==> config.mk <==
export PLATFORM = sky130hd
export DESIGN_NAME = slip_frame_decoder
export DESIGN_NICKNAME = d
export VERILOG_FILES = /design/src/rtl/sfd_pkg.sv /design/src/rtl/sfd_step.sv /design/src/rtl/sfd_result_reg.sv /design/src/rtl/slip_frame_decoder.sv
export SDC_FILE = /design/constraint.sdc
export NUM_CORES = 1
export LEC_CHECK = 0
export CORE_MARGIN = 5
export CORE_UTILIZATION = 60
export DETAILED_ROUTE_END_ITERATION = 12
export DONT_BUFFER_PORTS = 1
export PLACE_DENSITY_LB_ADDON = 0.12
export SLEW_MARGIN = 10
export SYNTH_ARGS = -nofsm -noshare
export SYNTH_HDL_FRONTEND = slang
export SYNTH_SLANG_ARGS = --single-unit
==> constraint.sdc <==
create_clock -name aclk -period 7.9 [get_ports aclk]
set_clock_uncertainty 0.2 [all_clocks]
set_input_delay 0.395 -clock aclk [delete_from_list [all_inputs] [get_ports aclk]]
set_output_delay 0.395 -clock aclk [all_outputs]
set_load 0.005 [all_outputs]
==> src/rtl/sfd_pkg.sv <==
// Shared types and constants for the SLIP frame decoder.
package sfd_pkg;

    localparam int          DEFAULT_LEN_WIDTH = 16;
    localparam int          MAX_LEN_WIDTH     = 16;
    localparam logic [15:0] MAX_LEN_RESET     = 16'd1024;

    localparam logic [7:0] SYM_END     = 8'hC0;
    localparam logic [7:0] SYM_ESC     = 8'hDB;
    localparam logic [7:0] SYM_ESC_END = 8'hDC;
    localparam logic [7:0] SYM_ESC_ESC = 8'hDD;

    typedef enum logic [3:0] {
        MODE_NEW   = 4'b0001,
        MODE_FLUSH = 4'b0010,
        MODE_OPEN  = 4'b0100,
        MODE_ESC   = 4'b1000
    } mode_t;

    typedef enum logic [1:0] {
        KIND_DATA  = 2'd0,
        KIND_END   = 2'd1,
        KIND_ABORT = 2'd2
    } kind_t;

    typedef struct packed {
        logic        valid;
        kind_t       kind;
        logic [7:0]  data;
        logic [15:0] length;
    } result_t;

endpackage

==> src/rtl/sfd_step.sv <==
// Per-byte decode step: next mode, next count and the result of one byte.
module sfd_step #(
    parameter int LEN_WIDTH = sfd_pkg::DEFAULT_LEN_WIDTH
) (
    input  sfd_pkg::mode_t      mode,
    input  logic [LEN_WIDTH-1:0] count,
    input  logic [7:0]           rx_byte,
    input  logic [15:0]          max_len,
    output sfd_pkg::mode_t      mode_next,
    output logic [LEN_WIDTH-1:0] count_next,
    output sfd_pkg::result_t    result
);

    localparam int CMP_W = (LEN_WIDTH > sfd_pkg::MAX_LEN_WIDTH) ?
                           LEN_WIDTH : sfd_pkg::MAX_LEN_WIDTH;

    logic [CMP_W-1:0] count_w;
    logic [CMP_W-1:0] max_w;
    logic             overrun;
    logic [7:0]       push_data;
    logic [15:0]      length_out;

    assign count_w    = CMP_W'(count);
    assign max_w      = CMP_W'(max_len);
    assign overrun    = (count_w >= max_w) || (&count);
    assign length_out = count_w[15:0];

    always_comb begin
        mode_next      = mode;
        count_next     = count;
        result         = '0;
        result.kind    = sfd_pkg::KIND_DATA;
        push_data      = rx_byte;

        case (mode)
            sfd_pkg::MODE_NEW: begin
                mode_next  = (rx_byte == sfd_pkg::SYM_END) ? sfd_pkg::MODE_OPEN
                                                           : sfd_pkg::MODE_FLUSH;
                count_next = '0;
            end
            sfd_pkg::MODE_FLUSH: begin
                if (rx_byte == sfd_pkg::SYM_END) begin
                    mode_next = sfd_pkg::MODE_NEW;
                end
            end
            sfd_pkg::MODE_OPEN: begin
                if (rx_byte == sfd_pkg::SYM_END) begin
                    result.valid  = 1'b1;
                    result.kind   = sfd_pkg::KIND_END;
                    result.length = length_out;
                    count_next    = '0;
                    mode_next     = sfd_pkg::MODE_NEW;
                end else if (rx_byte == sfd_pkg::SYM_ESC) begin
                    mode_next = sfd_pkg::MODE_ESC;
                end else begin
                    result.valid = 1'b1;
                    if (overrun) begin
                        result.kind = sfd_pkg::KIND_ABORT;
                        mode_next   = sfd_pkg::MODE_NEW;
                    end else begin
                        result.data = rx_byte;
                        count_next  = count + LEN_WIDTH'(1);
                    end
                end
            end
            sfd_pkg::MODE_ESC: begin
                result.valid = 1'b1;
                if ((rx_byte == sfd_pkg::SYM_ESC_END) ||
                    (rx_byte == sfd_pkg::SYM_ESC_ESC)) begin
                    push_data = (rx_byte == sfd_pkg::SYM_ESC_END) ? sfd_pkg::SYM_END
                                                                  : sfd_pkg::SYM_ESC;
                    if (overrun) begin
                        result.kind = sfd_pkg::KIND_ABORT;
                        mode_next   = sfd_pkg::MODE_NEW;
                    end else begin
                        result.data = push_data;
                        count_next  = count + LEN_WIDTH'(1);
                        mode_next   = sfd_pkg::MODE_OPEN;
                    end
                end else begin
                    // bad escape: abort, then treat the byte as a possible opening boundary
                    result.kind = sfd_pkg::KIND_ABORT;
                    mode_next   = (rx_byte == sfd_pkg::SYM_END) ? sfd_pkg::MODE_OPEN
                                                                : sfd_pkg::MODE_FLUSH;
                    count_next  = '0;
                end
            end
            default: begin
                mode_next  = sfd_pkg::MODE_NEW;
                count_next = '0;
            end
        endcase
    end

endmodule

==> src/rtl/sfd_result_reg.sv <==
// Result register with valid/ready toward the consumer.
module sfd_result_reg (
    input  logic             aclk,
    input  logic             aresetn,
    input  logic             load,
    input  sfd_pkg::result_t result,
    output logic             free,
    output logic             m_valid,
    input  logic             m_ready,
    output logic [1:0]       m_out_kind,
    output logic [7:0]       m_out_byte,
    output logic [15:0]      m_frame_length
);

    logic             valid_reg;
    logic             valid_next;
    sfd_pkg::result_t data_reg;

    assign free = !valid_reg || m_ready;

    always_comb begin
        valid_next = valid_reg && !m_ready;
        if (load) begin
            valid_next = result.valid;
        end
    end

    always_ff @(posedge aclk) begin
        if (!aresetn) begin
            valid_reg <= 1'b0;
        end else begin
            valid_reg <= valid_next;
        end
    end

    always_ff @(posedge aclk) begin
        if (load && result.valid) begin
            data_reg <= result;
        end
    end

    assign m_valid        = valid_reg;
    assign m_out_kind     = data_reg.kind;
    assign m_out_byte     = data_reg.data;
    assign m_frame_length = data_reg.length;

endmodule

==> src/rtl/slip_frame_decoder.sv <==
// SLIP frame decoder top level: input register, decode step, result register.
//
//  channel | ports                                         | direction
//  --------+-----------------------------------------------+----------
//  input   | s_valid, s_ready, s_rx_byte[7:0]               | in
//  result  | m_valid, m_ready, m_out_kind[1:0],             | out
//          | m_out_byte[7:0], m_frame_length[15:0]          |
//  config  | cfg_valid, cfg_ready, cfg_wdata[15:0] (max_len)| in
//
// One byte per cycle unless the result stalls; the result register offers each result.
// The decode step runs from the input register into the result register.
// A stalled result holds the input register, whether or not that byte has a result.
// Reset is synchronous, active low; max_len resets to 1024, config always ready.
module slip_frame_decoder #(
    parameter int LEN_WIDTH = sfd_pkg::DEFAULT_LEN_WIDTH
) (
    input  logic        aclk,
    input  logic        aresetn,
    input  logic        s_valid,
    output logic        s_ready,
    input  logic [7:0]  s_rx_byte,
    output logic        m_valid,
    input  logic        m_ready,
    output logic [1:0]  m_out_kind,
    output logic [7:0]  m_out_byte,
    output logic [15:0] m_frame_length,
    input  logic        cfg_valid,
    output logic        cfg_ready,
    input  logic [15:0] cfg_wdata
);

    logic                 in_valid_reg;
    logic                 in_valid_next;
    logic [7:0]           in_byte_reg;
    logic [15:0]          max_len_reg;
    sfd_pkg::mode_t       mode_reg;
    sfd_pkg::mode_t       mode_next;
    logic [LEN_WIDTH-1:0] count_reg;
    logic [LEN_WIDTH-1:0] count_next;
    sfd_pkg::result_t     step_result;
    logic                 out_free;
    logic                 advance;

    assign advance   = in_valid_reg && out_free;
    assign s_ready   = !in_valid_reg || advance;
    assign cfg_ready = 1'b1;

    always_comb begin
        in_valid_next = in_valid_reg && !advance;
        if (s_valid && s_ready) begin
            in_valid_next = 1'b1;
        end
    end

    always_ff @(posedge aclk) begin
        if (!aresetn) begin
            in_valid_reg <= 1'b0;
            mode_reg     <= sfd_pkg::MODE_NEW;
            count_reg    <= '0;
            max_len_reg  <= sfd_pkg::MAX_LEN_RESET;
        end else begin
            in_valid_reg <= in_valid_next;
            if (advance) begin
                mode_reg  <= mode_next;
                count_reg <= count_next;
            end
            if (cfg_valid && cfg_ready) begin
                max_len_reg <= cfg_wdata;
            end
        end
    end

    always_ff @(posedge aclk) begin
        if (s_valid && s_ready) begin
            in_byte_reg <= s_rx_byte;
        end
    end

    sfd_step #(
        .LEN_WIDTH (LEN_WIDTH)
    ) u_step (
        .mode       (mode_reg),
        .count      (count_reg),
        .rx_byte    (in_byte_reg),
        .max_len    (max_len_reg),
        .mode_next  (mode_next),
        .count_next (count_next),
        .result     (step_result)
    );

    sfd_result_reg u_result (
        .aclk           (aclk),
        .aresetn        (aresetn),
        .load           (advance),
        .result         (step_result),
        .free           (out_free),
        .m_valid        (m_valid),
        .m_ready        (m_ready),
        .m_out_kind     (m_out_kind),
        .m_out_byte     (m_out_byte),
        .m_frame_length (m_frame_length)
    );

    a_end_returns_new: assert property (@(posedge aclk) disable iff (!aresetn)
        (advance && step_result.valid && step_result.kind == sfd_pkg::KIND_END)
        |=> (mode_reg == sfd_pkg::MODE_NEW && count_reg == '0))
    else $error("frame end did not return to expecting a boundary");

    a_byte_only_on_data: assert property (@(posedge aclk) disable iff (!aresetn)
        (m_valid && m_out_kind != sfd_pkg::KIND_DATA) |-> (m_out_byte == 8'd0))
    else $error("non-data result carries a byte");

    a_abort_no_length: assert property (@(posedge aclk) disable iff (!aresetn)
        (m_valid && m_out_kind != sfd_pkg::KIND_END) |-> (m_frame_length == 16'd0))
    else $error("length reported outside frame end");

    a_stall_holds_state: assert property (@(posedge aclk) disable iff (!aresetn)
        (in_valid_reg && !out_free) |=> ($stable(mode_reg) && $stable(count_reg)))
    else $error("decode state moved while result stalled");

endmodule

==> flow_metrics.tcl <==
set metrics [dict create \
    r2r_cells 5 \
    antenna-diode-count 0 \
    async_flop_share 0 \
    clock_tree.htree_level_count 3 \
    drtIter0Drc 269 \
    clk-insertion-delay-late_ns 0.35 \
    port_buffers 0 \
    peak_ir_drop_on_the_vdd_network_v 0.000136 \
    layout_common_cells "dfxtp_1, edfxtp_1, nand2_1" \
    synth-edff-count 34 \
    detail_route.drc_violations 0 \
    synth.net_count 391 \
    setup.worst_path.class "flop to flop" \
    floorplan.rows 28 \
    timing.reg2reg.setup_slack_ns 5.00 \
    place_congestion 0.916 \
    die_w_um 87.2 \
    cts_sinks 72 \
    post_synth_num_cell_types 53 \
    synth_area_per_cell_um2 10.4 \
    ctsRootBufferMaster "clkbuf_8" \
    cp_data_arrival_time_ns 2.91 \
    hold_path_depth 2 \
    min_delay_worst_endpoint "in_valid_reg$_SDFF_PN0_" \
    slew_viol_final 0 \
    post_drt_via_cell_ratio 6.06 \
    via_count 2630 \
    ys.flop_type "dfxtp_1" \
    final_antenna_net_count 0 \
    ys_seq_elements 72 \
    syn_inst 345 \
    outcome "complete, no violations" \
    seq_area_um2 1780 \
    whs_ns 0.00212 \
    min_period_ns 2.90 \
    post-place-ws_ns 5.01 \
    startpoint "in_byte_reg[1]$_DFFE_PP_" \
    powerDensity_nw_per_um2 198 \
    wire_length_per_cell_um 16.8 \
    vertical_die_dimension_um 87.2 \
    clock_slew_at_reported_path_ffs_ns 0.08 \
    placed_cell_areas_um2 3600 \
    final_hold_viol_count 0 \
    first_global_vias 2378 \
    iteration_count_of_the_initial_detailed_routing_pass 4 \
    yosysSeqAreaShare 0.499 \
    dp_cells 407 \
    syn_warnings 0 \
    flow.area_growth_from_synthesis_pct 10.0 \
    grtUsageTotal 0.200 \
    antenna_violations_before_repair 0 \
    relSlewSlack 0.176 \
    starting_density_of_the_core 0.611 \
    dpl.hpwl_mm 5.31 \
    critical_path.max_fanout 17 \
    static-leakage-power_nw 1.52 \
    grt_first_pass_wirelength_mm 11.8 \
    timing.critical_path.to_type "flop" \
    n_fill_cell 444 \
    finalSetupTns_ns 0 \
    fp.coreArea_um2 5850 \
    max_cap_violations 0 \
    clock.fmax_ghz 0.344 \
    post_cts_resized 0 \
    tritoncts "built" \
    grt_setup_unrepaired "false" \
    layout_commonest_cell "dfxtp_1" \
    dieArea_um2 7600 \
    hold_path.class "input pin to flop" \
    numCtsBuffers 9 \
    drt_wl_total_mm 7.31 \
    ctsHoldBuffers 11 \
    design.final.nets 400 \
    power.total_uw 779 \
    min-delay-start "s_valid" \
    regToRegEndpoint "count_reg[12]$_SDFFE_PN0P_" \
    fin_crit_sh 0.368 \
    finish.instance_area_um2 3930 \
    grt_start_max_net_pins 28 \
    post-cts-setup-buffer-count 0 \
    drive_gt1_frac 0.0836 \
    final_setup_violation_count 0 \
    netlist_area_um2 3570 \
    instances_no_fill 434 \
    final.setup.worst_slack_ns 5.00 \
    floorplan.io_pins 58 \
    worstSetupStartpointType "flop" \
    clock_tree.buffer_depth 2 \
    grt_overflow 0 \
    utilization 0.672 \
    critPathRequiredTime_ns 7.91 \
    transition_at_the_pin_with_the_smallest_max_transition_slack_ns 1.24 \
    multi_input_area_um2 1640 \
    critical_path.reg2reg.startpoint "in_byte_reg[1]$_DFFE_PP_" \
]
## cells by family (layout without fill, tap and decap cells)
| family | Yosys count | in the layout | share of synthesized area |
|---|---|---|---|
| adders and majority gates | 17 | 17 | 0.0595 |
| muxes | 17 | 17 | 0.0476 |
| xor gates and xnor gates | 2 | 2 | 0.00490 |
| and+or+nand+nor | 135 | 135 | 0.223 |
| other | 1 | 1 | 0.00105 |
| DFF | 72 | 72 | 0.499 |
| buffers and inverters | 35 | 49 | 0.0431 |
| AOI/OAI and AO/OA | 66 | 66 | 0.122 |
## how the worst max path moves through the flow
stage,slack (ns),to
after floorplan,5.06,u_result.m_frame_length[0]$_SDFFCE_PN0P_
after global placement,5.13,count_reg[12]$_SDFFE_PN0P_
after detailed placement,5.01,count_reg[12]$_SDFFE_PN0P_
after CTS,5.00,count_reg[12]$_SDFFE_PN0P_
after global routing,4.82,count_reg[11]$_SDFFE_PN0P_
final,5.00,count_reg[12]$_SDFFE_PN0P_
## per-layer routing
layer | GRT usage | vias to the layer above | wire (um)
li1 | - | 1294 | -
met1 | 0.294 | 1227 | 3550
met2 | 0.279 | 99 | 3140
met3 | 0.0530 | 10 | 511
met4 | 0.0795 | 0 | 109
met5 | 0 | - | 0
## synth_stat cells, drive strengths merged (8+ instances only)
cell type / instances / area [um2]
nand4: 9 / 68.8
nand3: 8 / 40.0
ha: 17 / 213
or3: 8 / 55.1
a21oi: 24 / 124
mux2i: 17 / 170
nor2b: 18 / 113
inv: 21 / 78.8
and3: 19 / 120
clkbuf: 8 / 30.0
dfxtp: 38 / 761
o21ai: 15 / 75.1
nor2: 13 / 48.8
nand2: 25 / 93.8
edfxtp: 34 / 1020
## critical path, cell delays in order (launching register included)
cell and delay (ns):
edfxtp_1 0.43, nor4_1 0.50, and2_1 0.52, nor2_1 0.13
o31ai_2 0.85, o41ai_1 0.14
## cell type report
class	count	area share
Multi-Input combinational cell	238	0.417
Sequential cell	72	0.453
Timing Repair Buffer	12	0.0299
Tap cell	75	0.0239
Clock buffer	9	0.0315
Inverter	21	0.0201
Clock inverter	7	0.0242
## report_power, final
group,internal (mW),switching (mW),total (mW)
Clock,0.178,0.141,0.319
Sequential,0.399,0.0109,0.410
Combinational,0.0233,0.0266,0.0499
Total,0.601,0.178,0.779
Note: power is estimated with default switching activity, not from simulation.
